File: src/design/wspc_pkg.sv
`default_nettype none

package wspc_pkg;

    // input word
    typedef struct packed {
        logic [1:0]         action;
        logic [1:0]         motor;
        logic [15:0]        encoder_raw;
        logic signed [15:0] setpoint;
        logic signed [15:0] speed_command;
    } in_word_t;

    // result word
    typedef struct packed {
        logic [1:0]         motor_out;
        logic [1:0]         drive_dir;
        logic               bridge_in1;
        logic               bridge_in2;
        logic [15:0]        duty;
        logic signed [15:0] count_delta;
        logic signed [31:0] position_count;
        logic signed [15:0] measured_speed;
    } out_word_t;

    localparam logic [1:0] ACT_ENCODER = 2'd0;
    localparam logic [1:0] ACT_CONTROL = 2'd1;
    localparam logic [1:0] ACT_DIRECT  = 2'd2;

    localparam logic [1:0] DRV_COAST   = 2'd0;
    localparam logic [1:0] DRV_FWD     = 2'd1;
    localparam logic [1:0] DRV_REV     = 2'd2;

    localparam int CFG_INDEX_W = 3;
    localparam int CFG_DATA_W  = 24;

    localparam logic [CFG_INDEX_W-1:0] CFG_DIR_SIGNS   = 3'd0;
    localparam logic [CFG_INDEX_W-1:0] CFG_MAX_SPEED   = 3'd1;
    localparam logic [CFG_INDEX_W-1:0] CFG_DEADBAND    = 3'd2;
    localparam logic [CFG_INDEX_W-1:0] CFG_PWM_PERIOD  = 3'd3;
    localparam logic [CFG_INDEX_W-1:0] CFG_DUTY_GAIN   = 3'd4;
    localparam logic [CFG_INDEX_W-1:0] CFG_SPEED_SCALE = 3'd5;
    localparam logic [CFG_INDEX_W-1:0] CFG_PROP_GAIN   = 3'd6;
    localparam logic [CFG_INDEX_W-1:0] CFG_FEEDFORWARD = 3'd7;

    localparam logic [2:0]  RST_DIR_SIGNS   = 3'd0;
    localparam logic [14:0] RST_MAX_SPEED   = 15'd4096;
    localparam logic [11:0] RST_DEADBAND    = 12'd4;
    localparam logic [15:0] RST_PWM_PERIOD  = 16'd3599;
    localparam logic [15:0] RST_DUTY_GAIN   = 16'd3599;
    localparam logic [23:0] RST_SPEED_SCALE = 24'd0;
    localparam logic [15:0] RST_PROP_GAIN   = 16'd256;
    localparam logic [15:0] RST_FEEDFORWARD = 16'd0;

    // bit-serial multiplier: signed multiplicand, unsigned multiplier
    localparam int MCAND_W   = 17;
    localparam int MPLIER_W  = 24;
    localparam int ACC_W     = MCAND_W + 1;
    localparam int PROD_W    = ACC_W + MPLIER_W;
    localparam int MUL_CNT_W = $clog2(MPLIER_W);

endpackage

`default_nettype wire

File: src/design/wheel_speed_p_controller_core.sv
// States after PREP: encoder sample MUL, RND, FIN, OUT; control step MUL, RND, FIN,
// DRV, DIR, MUL, DUTY, OUT; direct command DRV, DIR, MUL, DUTY, OUT; unknown action
// or absent motor straight to OUT. Each multiply runs through one shared radix-2
// shift-add unit. One word in flight; the next word can be taken once its result is
// registered, while that result may still wait on m_ready.
// Synchronous active-low reset restores register defaults and zeroes all motor state.
`default_nettype none

module wheel_speed_p_controller_core
    import wspc_pkg::*;
#(
    parameter int MOTORS = 3
) (
    input  wire logic                   aclk,
    input  wire logic                   aresetn,
    input  wire logic                   s_valid,
    output logic                        s_ready,
    input  wire in_word_t               s_data,
    output logic                        m_valid,
    input  wire logic                   m_ready,
    output out_word_t                   m_data,
    input  wire logic                   cfg_valid,
    output logic                        cfg_ready,
    input  wire logic [CFG_INDEX_W-1:0] cfg_index,
    input  wire logic [CFG_DATA_W-1:0]  cfg_data
);

    localparam int MIDX_W = (MOTORS > 1) ? $clog2(MOTORS) : 1;
    localparam logic [3:0] MOTORS_C = 4'(MOTORS);

    localparam logic [3:0] ST_IDLE = 4'd0;
    localparam logic [3:0] ST_PREP = 4'd1;
    localparam logic [3:0] ST_MUL  = 4'd2;
    localparam logic [3:0] ST_RND  = 4'd3;
    localparam logic [3:0] ST_FIN  = 4'd4;
    localparam logic [3:0] ST_DRV  = 4'd5;
    localparam logic [3:0] ST_DIR  = 4'd6;
    localparam logic [3:0] ST_DUTY = 4'd7;
    localparam logic [3:0] ST_OUT  = 4'd8;

    localparam logic [1:0] OP_SPEED = 2'd0;
    localparam logic [1:0] OP_CTRL  = 2'd1;
    localparam logic [1:0] OP_DUTY  = 2'd2;

    localparam logic [PROD_W-1:0] RND_SPEED = PROD_W'(32768);
    localparam logic [PROD_W-1:0] RND_CTRL  = PROD_W'(128);

    function automatic logic signed [15:0] sat16(input logic signed [26:0] x);
        if (x > 27'sd32767) begin
            return 16'sh7fff;
        end else if (x < -27'sd32768) begin
            return 16'sh8000;
        end else begin
            return x[15:0];
        end
    endfunction

    // configuration
    logic [2:0]  dir_signs_reg, dir_signs_next;
    logic [14:0] max_speed_reg, max_speed_next;
    logic [11:0] deadband_reg, deadband_next;
    logic [15:0] pwm_period_reg, pwm_period_next;
    logic [15:0] duty_gain_reg, duty_gain_next;
    logic [23:0] speed_scale_reg, speed_scale_next;
    logic [15:0] prop_gain_reg, prop_gain_next;
    logic [15:0] feedforward_reg, feedforward_next;

    // per-motor state
    logic [15:0] prev_counter_reg [MOTORS];
    logic [15:0] prev_counter_next [MOTORS];
    logic [31:0] position_reg [MOTORS];
    logic [31:0] position_next [MOTORS];
    logic [15:0] last_delta_reg [MOTORS];
    logic [15:0] last_delta_next [MOTORS];
    logic [15:0] speed_meas_reg [MOTORS];
    logic [15:0] speed_meas_next [MOTORS];
    logic [1:0]  drive_state_reg [MOTORS];
    logic [1:0]  drive_state_next [MOTORS];
    logic [15:0] duty_state_reg [MOTORS];
    logic [15:0] duty_state_next [MOTORS];

    // control
    logic [3:0]  state_reg, state_next;
    logic        m_valid_reg, m_valid_next;

    // datapath
    in_word_t                  in_reg, in_next;
    logic [1:0]                op_reg, op_next;
    logic signed [ACC_W-1:0]   mul_hi_reg, mul_hi_next;
    logic [MPLIER_W-1:0]       mul_lo_reg, mul_lo_next;
    logic signed [MCAND_W-1:0] mcand_reg, mcand_next;
    logic [MUL_CNT_W-1:0]      mul_cnt_reg, mul_cnt_next;
    logic signed [25:0]        rnd_reg, rnd_next;
    logic signed [15:0]        v_reg, v_next;
    out_word_t                 m_data_reg, m_data_next;

    // comb temporaries
    logic [2:0]              motor_ext;
    logic [MIDX_W-1:0]       idx;
    logic                    in_range;
    logic                    sign_bit;
    logic [3:0]              signs_ext;
    logic [15:0]             delta;
    logic signed [ACC_W-1:0] mul_sum;
    logic [PROD_W-1:0]       prod;
    logic [PROD_W-1:0]       rsum;
    logic signed [26:0]      ctl_sum;
    logic signed [16:0]      v17;
    logic signed [16:0]      vneg;
    logic signed [16:0]      lim17;
    logic signed [16:0]      db17;
    logic [15:0]             mag;
    logic [19:0]             dq;

    assign s_ready   = (state_reg == ST_IDLE);
    assign cfg_ready = 1'b1;
    assign m_valid   = m_valid_reg;
    assign m_data    = m_data_reg;

    assign motor_ext = {1'b0, in_reg.motor};
    assign idx       = motor_ext[MIDX_W-1:0];
    assign in_range  = ({1'b0, motor_ext} < MOTORS_C);
    assign signs_ext = {1'b0, dir_signs_reg};
    assign sign_bit  = signs_ext[in_reg.motor];
    assign prod      = {mul_hi_reg, mul_lo_reg};

    always_comb begin
        dir_signs_next   = dir_signs_reg;
        max_speed_next   = max_speed_reg;
        deadband_next    = deadband_reg;
        pwm_period_next  = pwm_period_reg;
        duty_gain_next   = duty_gain_reg;
        speed_scale_next = speed_scale_reg;
        prop_gain_next   = prop_gain_reg;
        feedforward_next = feedforward_reg;
        if (cfg_valid && cfg_ready) begin
            unique case (cfg_index)
                CFG_DIR_SIGNS:   dir_signs_next   = cfg_data[2:0];
                CFG_MAX_SPEED:   max_speed_next   = cfg_data[14:0];
                CFG_DEADBAND:    deadband_next    = cfg_data[11:0];
                CFG_PWM_PERIOD:  pwm_period_next  = cfg_data[15:0];
                CFG_DUTY_GAIN:   duty_gain_next   = cfg_data[15:0];
                CFG_SPEED_SCALE: speed_scale_next = cfg_data[23:0];
                CFG_PROP_GAIN:   prop_gain_next   = cfg_data[15:0];
                CFG_FEEDFORWARD: feedforward_next = cfg_data[15:0];
            endcase
        end
    end

    always_comb begin
        prev_counter_next = prev_counter_reg;
        position_next     = position_reg;
        last_delta_next   = last_delta_reg;
        speed_meas_next   = speed_meas_reg;
        drive_state_next  = drive_state_reg;
        duty_state_next   = duty_state_reg;
        state_next        = state_reg;
        m_valid_next      = m_valid_reg;
        in_next           = in_reg;
        op_next           = op_reg;
        mul_hi_next       = mul_hi_reg;
        mul_lo_next       = mul_lo_reg;
        mcand_next        = mcand_reg;
        mul_cnt_next      = mul_cnt_reg;
        rnd_next          = rnd_reg;
        v_next            = v_reg;
        m_data_next       = m_data_reg;

        delta   = in_reg.encoder_raw - prev_counter_reg[idx];
        mul_sum = mul_hi_reg + (mul_lo_reg[0] ? ACC_W'(mcand_reg) : ACC_W'(0));
        rsum    = prod + ((op_reg == OP_SPEED) ? RND_SPEED : RND_CTRL);
        ctl_sum = {rnd_reg[25], rnd_reg} + {{11{feedforward_reg[15]}}, feedforward_reg};
        v17     = {v_reg[15], v_reg};
        vneg    = sign_bit ? -v17 : v17;
        lim17   = {2'b00, max_speed_reg};
        db17    = {5'b00000, deadband_reg};
        mag     = v_reg[15] ? 16'(-v_reg) : v_reg;
        dq      = prod[31:12];

        if (m_valid_reg && m_ready) begin
            m_valid_next = 1'b0;
        end

        unique case (state_reg)
            ST_IDLE: begin
                if (s_valid) begin
                    in_next    = s_data;
                    state_next = ST_PREP;
                end
            end
            ST_PREP: begin
                mul_hi_next  = '0;
                mul_cnt_next = MUL_CNT_W'(MPLIER_W - 1);
                if (!in_range) begin
                    state_next = ST_OUT;
                end else begin
                    unique case (in_reg.action)
                        ACT_ENCODER: begin
                            prev_counter_next[idx] = in_reg.encoder_raw;
                            last_delta_next[idx]   = delta;
                            position_next[idx]     = position_reg[idx] +
                                                     {{16{delta[15]}}, delta};
                            mcand_next  = {delta[15], delta};
                            mul_lo_next = speed_scale_reg;
                            op_next     = OP_SPEED;
                            state_next  = ST_MUL;
                        end
                        ACT_CONTROL: begin
                            mcand_next  = {in_reg.setpoint[15], in_reg.setpoint} -
                                          {speed_meas_reg[idx][15], speed_meas_reg[idx]};
                            mul_lo_next = {8'h00, prop_gain_reg};
                            op_next     = OP_CTRL;
                            state_next  = ST_MUL;
                        end
                        ACT_DIRECT: begin
                            v_next     = in_reg.speed_command;
                            state_next = ST_DRV;
                        end
                        default: state_next = ST_OUT;
                    endcase
                end
            end
            ST_MUL: begin
                mul_hi_next  = {mul_sum[ACC_W-1], mul_sum[ACC_W-1:1]};
                mul_lo_next  = {mul_sum[0], mul_lo_reg[MPLIER_W-1:1]};
                mul_cnt_next = mul_cnt_reg - 1'b1;
                if (mul_cnt_reg == '0) begin
                    state_next = (op_reg == OP_DUTY) ? ST_DUTY : ST_RND;
                end
            end
            ST_RND: begin
                rnd_next   = (op_reg == OP_SPEED) ? rsum[41:16] : rsum[33:8];
                state_next = ST_FIN;
            end
            ST_FIN: begin
                if (op_reg == OP_SPEED) begin
                    speed_meas_next[idx] = sat16({rnd_reg[25], rnd_reg});
                    state_next           = ST_OUT;
                end else begin
                    v_next     = sat16(ctl_sum);
                    state_next = ST_DRV;
                end
            end
            ST_DRV: begin
                // direction sign, then clamp to +-max_speed
                if (vneg > lim17) begin
                    v_next = lim17[15:0];
                end else if (vneg < -lim17) begin
                    v_next = 16'(-lim17);
                end else begin
                    v_next = vneg[15:0];
                end
                state_next = ST_DIR;
            end
            ST_DIR: begin
                if (v17 > db17) begin
                    drive_state_next[idx] = DRV_FWD;
                end else if (v17 < -db17) begin
                    drive_state_next[idx] = DRV_REV;
                end else begin
                    drive_state_next[idx] = DRV_COAST;
                end
                mcand_next   = {1'b0, mag};
                mul_lo_next  = {8'h00, duty_gain_reg};
                mul_hi_next  = '0;
                mul_cnt_next = MUL_CNT_W'(MPLIER_W - 1);
                op_next      = OP_DUTY;
                state_next   = ST_MUL;
            end
            ST_DUTY: begin
                duty_state_next[idx] = (dq > {4'h0, pwm_period_reg}) ? pwm_period_reg :
                                                                       dq[15:0];
                state_next = ST_OUT;
            end
            ST_OUT: begin
                if (!m_valid_reg || m_ready) begin
                    m_data_next           = '0;
                    m_data_next.motor_out = in_reg.motor;
                    if (in_range) begin
                        m_data_next.drive_dir      = drive_state_reg[idx];
                        m_data_next.bridge_in1     = (drive_state_reg[idx] == DRV_FWD);
                        m_data_next.bridge_in2     = (drive_state_reg[idx] == DRV_REV);
                        m_data_next.duty           = duty_state_reg[idx];
                        m_data_next.count_delta    = last_delta_reg[idx];
                        m_data_next.position_count = position_reg[idx];
                        m_data_next.measured_speed = speed_meas_reg[idx];
                    end
                    m_valid_next = 1'b1;
                    state_next   = ST_IDLE;
                end
            end
            default: state_next = ST_IDLE;
        endcase
    end

    always_ff @(posedge aclk) begin
        if (!aresetn) begin
            dir_signs_reg   <= RST_DIR_SIGNS;
            max_speed_reg   <= RST_MAX_SPEED;
            deadband_reg    <= RST_DEADBAND;
            pwm_period_reg  <= RST_PWM_PERIOD;
            duty_gain_reg   <= RST_DUTY_GAIN;
            speed_scale_reg <= RST_SPEED_SCALE;
            prop_gain_reg   <= RST_PROP_GAIN;
            feedforward_reg <= RST_FEEDFORWARD;
            state_reg       <= ST_IDLE;
            m_valid_reg     <= 1'b0;
            for (int i = 0; i < MOTORS; i++) begin
                prev_counter_reg[i] <= '0;
                position_reg[i]     <= '0;
                last_delta_reg[i]   <= '0;
                speed_meas_reg[i]   <= '0;
                drive_state_reg[i]  <= DRV_COAST;
                duty_state_reg[i]   <= '0;
            end
        end else begin
            dir_signs_reg    <= dir_signs_next;
            max_speed_reg    <= max_speed_next;
            deadband_reg     <= deadband_next;
            pwm_period_reg   <= pwm_period_next;
            duty_gain_reg    <= duty_gain_next;
            speed_scale_reg  <= speed_scale_next;
            prop_gain_reg    <= prop_gain_next;
            feedforward_reg  <= feedforward_next;
            state_reg        <= state_next;
            m_valid_reg      <= m_valid_next;
            prev_counter_reg <= prev_counter_next;
            position_reg     <= position_next;
            last_delta_reg   <= last_delta_next;
            speed_meas_reg   <= speed_meas_next;
            drive_state_reg  <= drive_state_next;
            duty_state_reg   <= duty_state_next;
        end
    end

    always_ff @(posedge aclk) begin
        in_reg      <= in_next;
        op_reg      <= op_next;
        mul_hi_reg  <= mul_hi_next;
        mul_lo_reg  <= mul_lo_next;
        mcand_reg   <= mcand_next;
        mul_cnt_reg <= mul_cnt_next;
        rnd_reg     <= rnd_next;
        v_reg       <= v_next;
        m_data_reg  <= m_data_next;
    end

    // one word at a time
    a_single_word: assert property (@(posedge aclk) disable iff (!aresetn)
        s_valid && s_ready |=> !s_ready)
        else $error("second word taken while one is in flight");

    a_result_motor: assert property (@(posedge aclk) disable iff (!aresetn)
        state_reg == ST_OUT && (!m_valid_reg || m_ready)
        |=> m_valid && m_data.motor_out == in_reg.motor)
        else $error("result does not belong to the word in flight");

    a_bridge_excl: assert property (@(posedge aclk) disable iff (!aresetn)
        m_valid |-> !(m_data.bridge_in1 && m_data.bridge_in2))
        else $error("both bridge inputs high");

    a_bridge_dir: assert property (@(posedge aclk) disable iff (!aresetn)
        m_valid |-> (m_data.bridge_in1 == (m_data.drive_dir == DRV_FWD)) &&
                    (m_data.bridge_in2 == (m_data.drive_dir == DRV_REV)))
        else $error("bridge levels disagree with drive direction");

    a_absent_motor: assert property (@(posedge aclk) disable iff (!aresetn)
        m_valid && !({2'b00, m_data.motor_out} < MOTORS_C)
        |-> m_data.duty == '0 && m_data.position_count == '0 &&
            m_data.drive_dir == DRV_COAST)
        else $error("absent motor reported non-zero state");

endmodule

`default_nettype wire

File: config.mk
export PLATFORM = sky130hd
export DESIGN_NAME = wheel_speed_p_controller_core
export DESIGN_NICKNAME = d
export VERILOG_FILES = /design/src/design/wspc_pkg.sv /design/src/design/wheel_speed_p_controller_core.sv
export SDC_FILE = /design/constraint.sdc
export NUM_CORES = 2
export LEC_CHECK = 0
export BUFFER_PORTS_ARGS = -buffer_cell sky130_fd_sc_hd__buf_2
export CAP_MARGIN = 5
export CORE_MARGIN = 8
export CORE_UTILIZATION = 56
export CTS_CLUSTER_SIZE = 28
export DETAILED_ROUTE_END_ITERATION = 12
export PLACE_DENSITY = 0.77
export SYNTH_ARGS = -nofsm -noshare
export SYNTH_HDL_FRONTEND = slang
export SYNTH_SLANG_ARGS = --single-unit
File: constraint.sdc
create_clock -name aclk -period 6.85 [get_ports aclk]
set_input_delay 1.0275 -clock aclk [delete_from_list [all_inputs] [get_ports aclk]]
set_output_delay 1.0275 -clock aclk [all_outputs]
set_load 0.1 [all_outputs]
==> summary.txt <==
Sw power: 4480 uW
1st-iter DRT viols: 3114
I/O pin count: 173
Final WL: 102000 um
Total power divided by cell area: 318 mW/mm^2
Register area: 0.0157 mm^2
Share of cells above drive strength 1: 10.0%
Setup crit start kind: flip-flop
First-pass GRT wire length: 157000 um
Final Hold Viols: 0
Fillers: 5267
Num CTS Buffers: 70
Number of antenna violations at the first check in global routing: 2
CP required: 7.35 ns
Setup TNS Final: 0 ns
Clk buf depth: 3
Worst skew pair latency: 0.62 ns
Max FFs per register: 96
Number of global-route vias before repair: 28000
Post-synth ARST share: 0%
Met2 WL: 46100 um
Syn nets: 4232
Die W: 268 um
Register area share after synthesis: 44.1%
Clock group share of total power: 31.7%
Port bufs: 171
Final Core Density: 62.8%
Largest net degree at the start of global routing: 191
Comb power frac: 29.0%
CTS tree: built
Number of synthesized register bits: 662
Highest routed metal layer: met4
DPL Wire Length: 69400 um
Post-synthesis cell count: 3956
Worst-path fanout max: 17
Full die area: 0.0720 mm^2
Internal: 8090 uW
Gpl congestion: 0.921
Status: completed
Tcrit/Tclk final: 91.5%
H-tree levels: 3
Actual slew at the worst max-slew pin: 1.20 ns
Worst ir drop on vdd: 208 uV
Grt total ovfl: 0
Hold bufs inserted after CTS: 0
Post-DRT Antenna Nets: 0
Synth cell types: 107
Setup CP Type: reg2reg
WP data arrival: 6.77 ns
Most used cell, CP: o21ai_0
Worst slew margin: 19.7%
Cell taking the most area after synthesis: dfxtp_1
Slowest CP cell: edfxtp_1
Pre-antenna DRT Iters: 8
Tmin final: 6.27 ns
Number of synthesized flops with an enable pin: 245
Commonest non-fill, non-tap cell in the layout: nand2_1
Metal3 WL: 7370 um
Pleak: 0.0154 uW
Area grow syn2layout: 10.9%
Post-synth top flop: dfxtp_1
Total track usage: 27.5%
Slowest cell delay on critical path: 0.68 ns
Tot Pwr: 12600 uW
Final Max Tran Viols: 0
Clk slew on worst S/H paths: 0.06 ns
Warnings, synthesis: 0
Area occupied by multi-input gates: 0.0187 mm^2
WL/cell: 20.6 um
Initial cell density of the core: 56.6%
Setup violators final: 0
Switch share: 35.6%
Synth area leaders: dfxtp_1, edfxtp_1, nand2_1
Synth Cell Area: 0.0356 mm^2
Min-delay worst type: reg2reg
Root Driver: clkbuf_16
Core area: 0.0630 mm^2
RSZ-0062 raised after global routing: no
Layout Nets: 4299
Max Clock Skew: 0.0332 ns
Die H: 268 um
CP endpoint kind: flip-flop
Max cap viols: 0
Via count: 29500
Reg power frac: 39.4%
Metal1 wirelength: 44000 um
Sink Count: 662
Achievable Freq: 0.160 GHz
Avg Cell Area, Syn: 9.01 um^2
FP Rows: 92
Residual DRC: 0
Via density: 5.99
Yosys top cell area share: 23.4%
Most frequent cells in the layout: nand2_1, dfxtp_1, o21ai_0
==> logic make-up (layout without fill, tap and decap cells) <==
family / Yosys count / count (layout) / synth area share, %
adder cells (fa/ha/maj): 192 / 192 / 6.85
buffers and inverters: 339 / 464 / 3.85
multiplexers: 147 / 147 / 4.14
XOR/XNOR: 162 / 162 / 4.02
other: 1 / 2 / 0.0105
AND/OR/NAND/NOR: 1365 / 1365 / 16.8
flip-flops: 662 / 662 / 44.1
AO/OA/AOI/OAI: 1088 / 1088 / 20.3
==> path summary, 6_finish.rpt <==
check | depth (start not counted) | startpoint | slack, ns | to
setup / recovery | 25 | idx[1]$_DFFE_PP_ | 0.58 | position_reg[29]$_SDFFE_PN0P_
hold / removal | 2 | position_reg[94]$_SDFFE_PN0P_ | 0.46 | position_reg[94]$_SDFFE_PN0P_
setup reg to reg | 25 | idx[1]$_DFFE_PP_ | 0.58 | position_reg[29]$_SDFFE_PN0P_
hold reg to reg | 2 | position_reg[94]$_SDFFE_PN0P_ | 0.46 | position_reg[94]$_SDFFE_PN0P_
==> metrics by stage <==
stage,instances,area [um^2],setup WS [ns],hold WS [ns]
after floorplan,3956,35600,0.449,0.424
after global placement,4797,37100,0.606,0.441
after detailed placement,4797,37100,0.415,0.446
after CTS,4927,39500,0.413,0.454
after global routing,4927,39500,0.0405,0.475
final,4928,39500,0.582,0.457
==> cells in the mapped netlist (all sizes together) (20+ instances only) <==
| library cell | n |
|---|---|
| a211oi | 20 |
| a21boi | 257 |
| a21o | 53 |
| a21oi | 173 |
| and2 | 78 |
| and3 | 27 |
| buf | 32 |
| clkbuf | 190 |
| dfxtp | 417 |
| edfxtp | 245 |
| ha | 187 |
| inv | 117 |
| mux2i | 145 |
| nand2 | 827 |
| nand2b | 34 |
| nand3 | 72 |
| nand4 | 21 |
| nor2 | 171 |
| nor2b | 34 |
| nor3 | 43 |
| o211ai | 29 |
| o21a | 36 |
| o21ai | 343 |
| o31ai | 23 |
| xnor2 | 99 |
| xor2 | 62 |
==> timing repair <==
action,4_1_cts,5_1_grt
buffers inserted,0,0
setup endpoints to repair,0,10
endpoints found under the hold margin,0,0
resized for setup,0,2
==> critical path, delay by kind of cell, from the launching register on <==
kind	cells	cell delay, ns
adders and majority gates	2	0.79
xor gates and xnor gates	2	0.50
AOI/OAI and AO/OA	14	3.27
buffers and inverters	2	0.21
DFF	1	0.68
and+or+nand+nor	5	0.69
==> routing by layer <==
| layer | track usage [%] | up-vias |
|---|---|---|
| li1 | - | 14100 |
| met2 | 43.8 | 1159 |
| met3 | 3.98 | 217 |
| met1 | 37.2 | 14100 |
| met4 | 11.6 | 0 |
| met5 | 0 | - |
==> power groups by stage <==
| stage | logic [uW] | registers (uW) | clock network, uW |
|---|---|---|---|
| 6_report | 3640 | 4950 | 3980 |
| 3_3_place_gp | 3490 | 5020 | 0 |
| 5_1_grt | 3920 | 4980 | 4180 |
| 2_1_floorplan | 2340 | 5150 | 0 |
| 4_1_cts | 3580 | 4940 | 4010 |
| 3_5_place_dp | 3540 | 5020 | 0 |
==> area by class of cell <==
type / count / share of cell area (%)
diodes: 1 / 0.00633
clock inverters: 42 / 1.16
well taps: 846 / 2.68
inverters: 117 / 1.11
repair buffers: 217 / 3.14
clock buffers: 88 / 4.95
multi-input cells: 2955 / 47.2
flip-flops and latches: 662 / 39.7
Power figures use the tool's default switching activity.
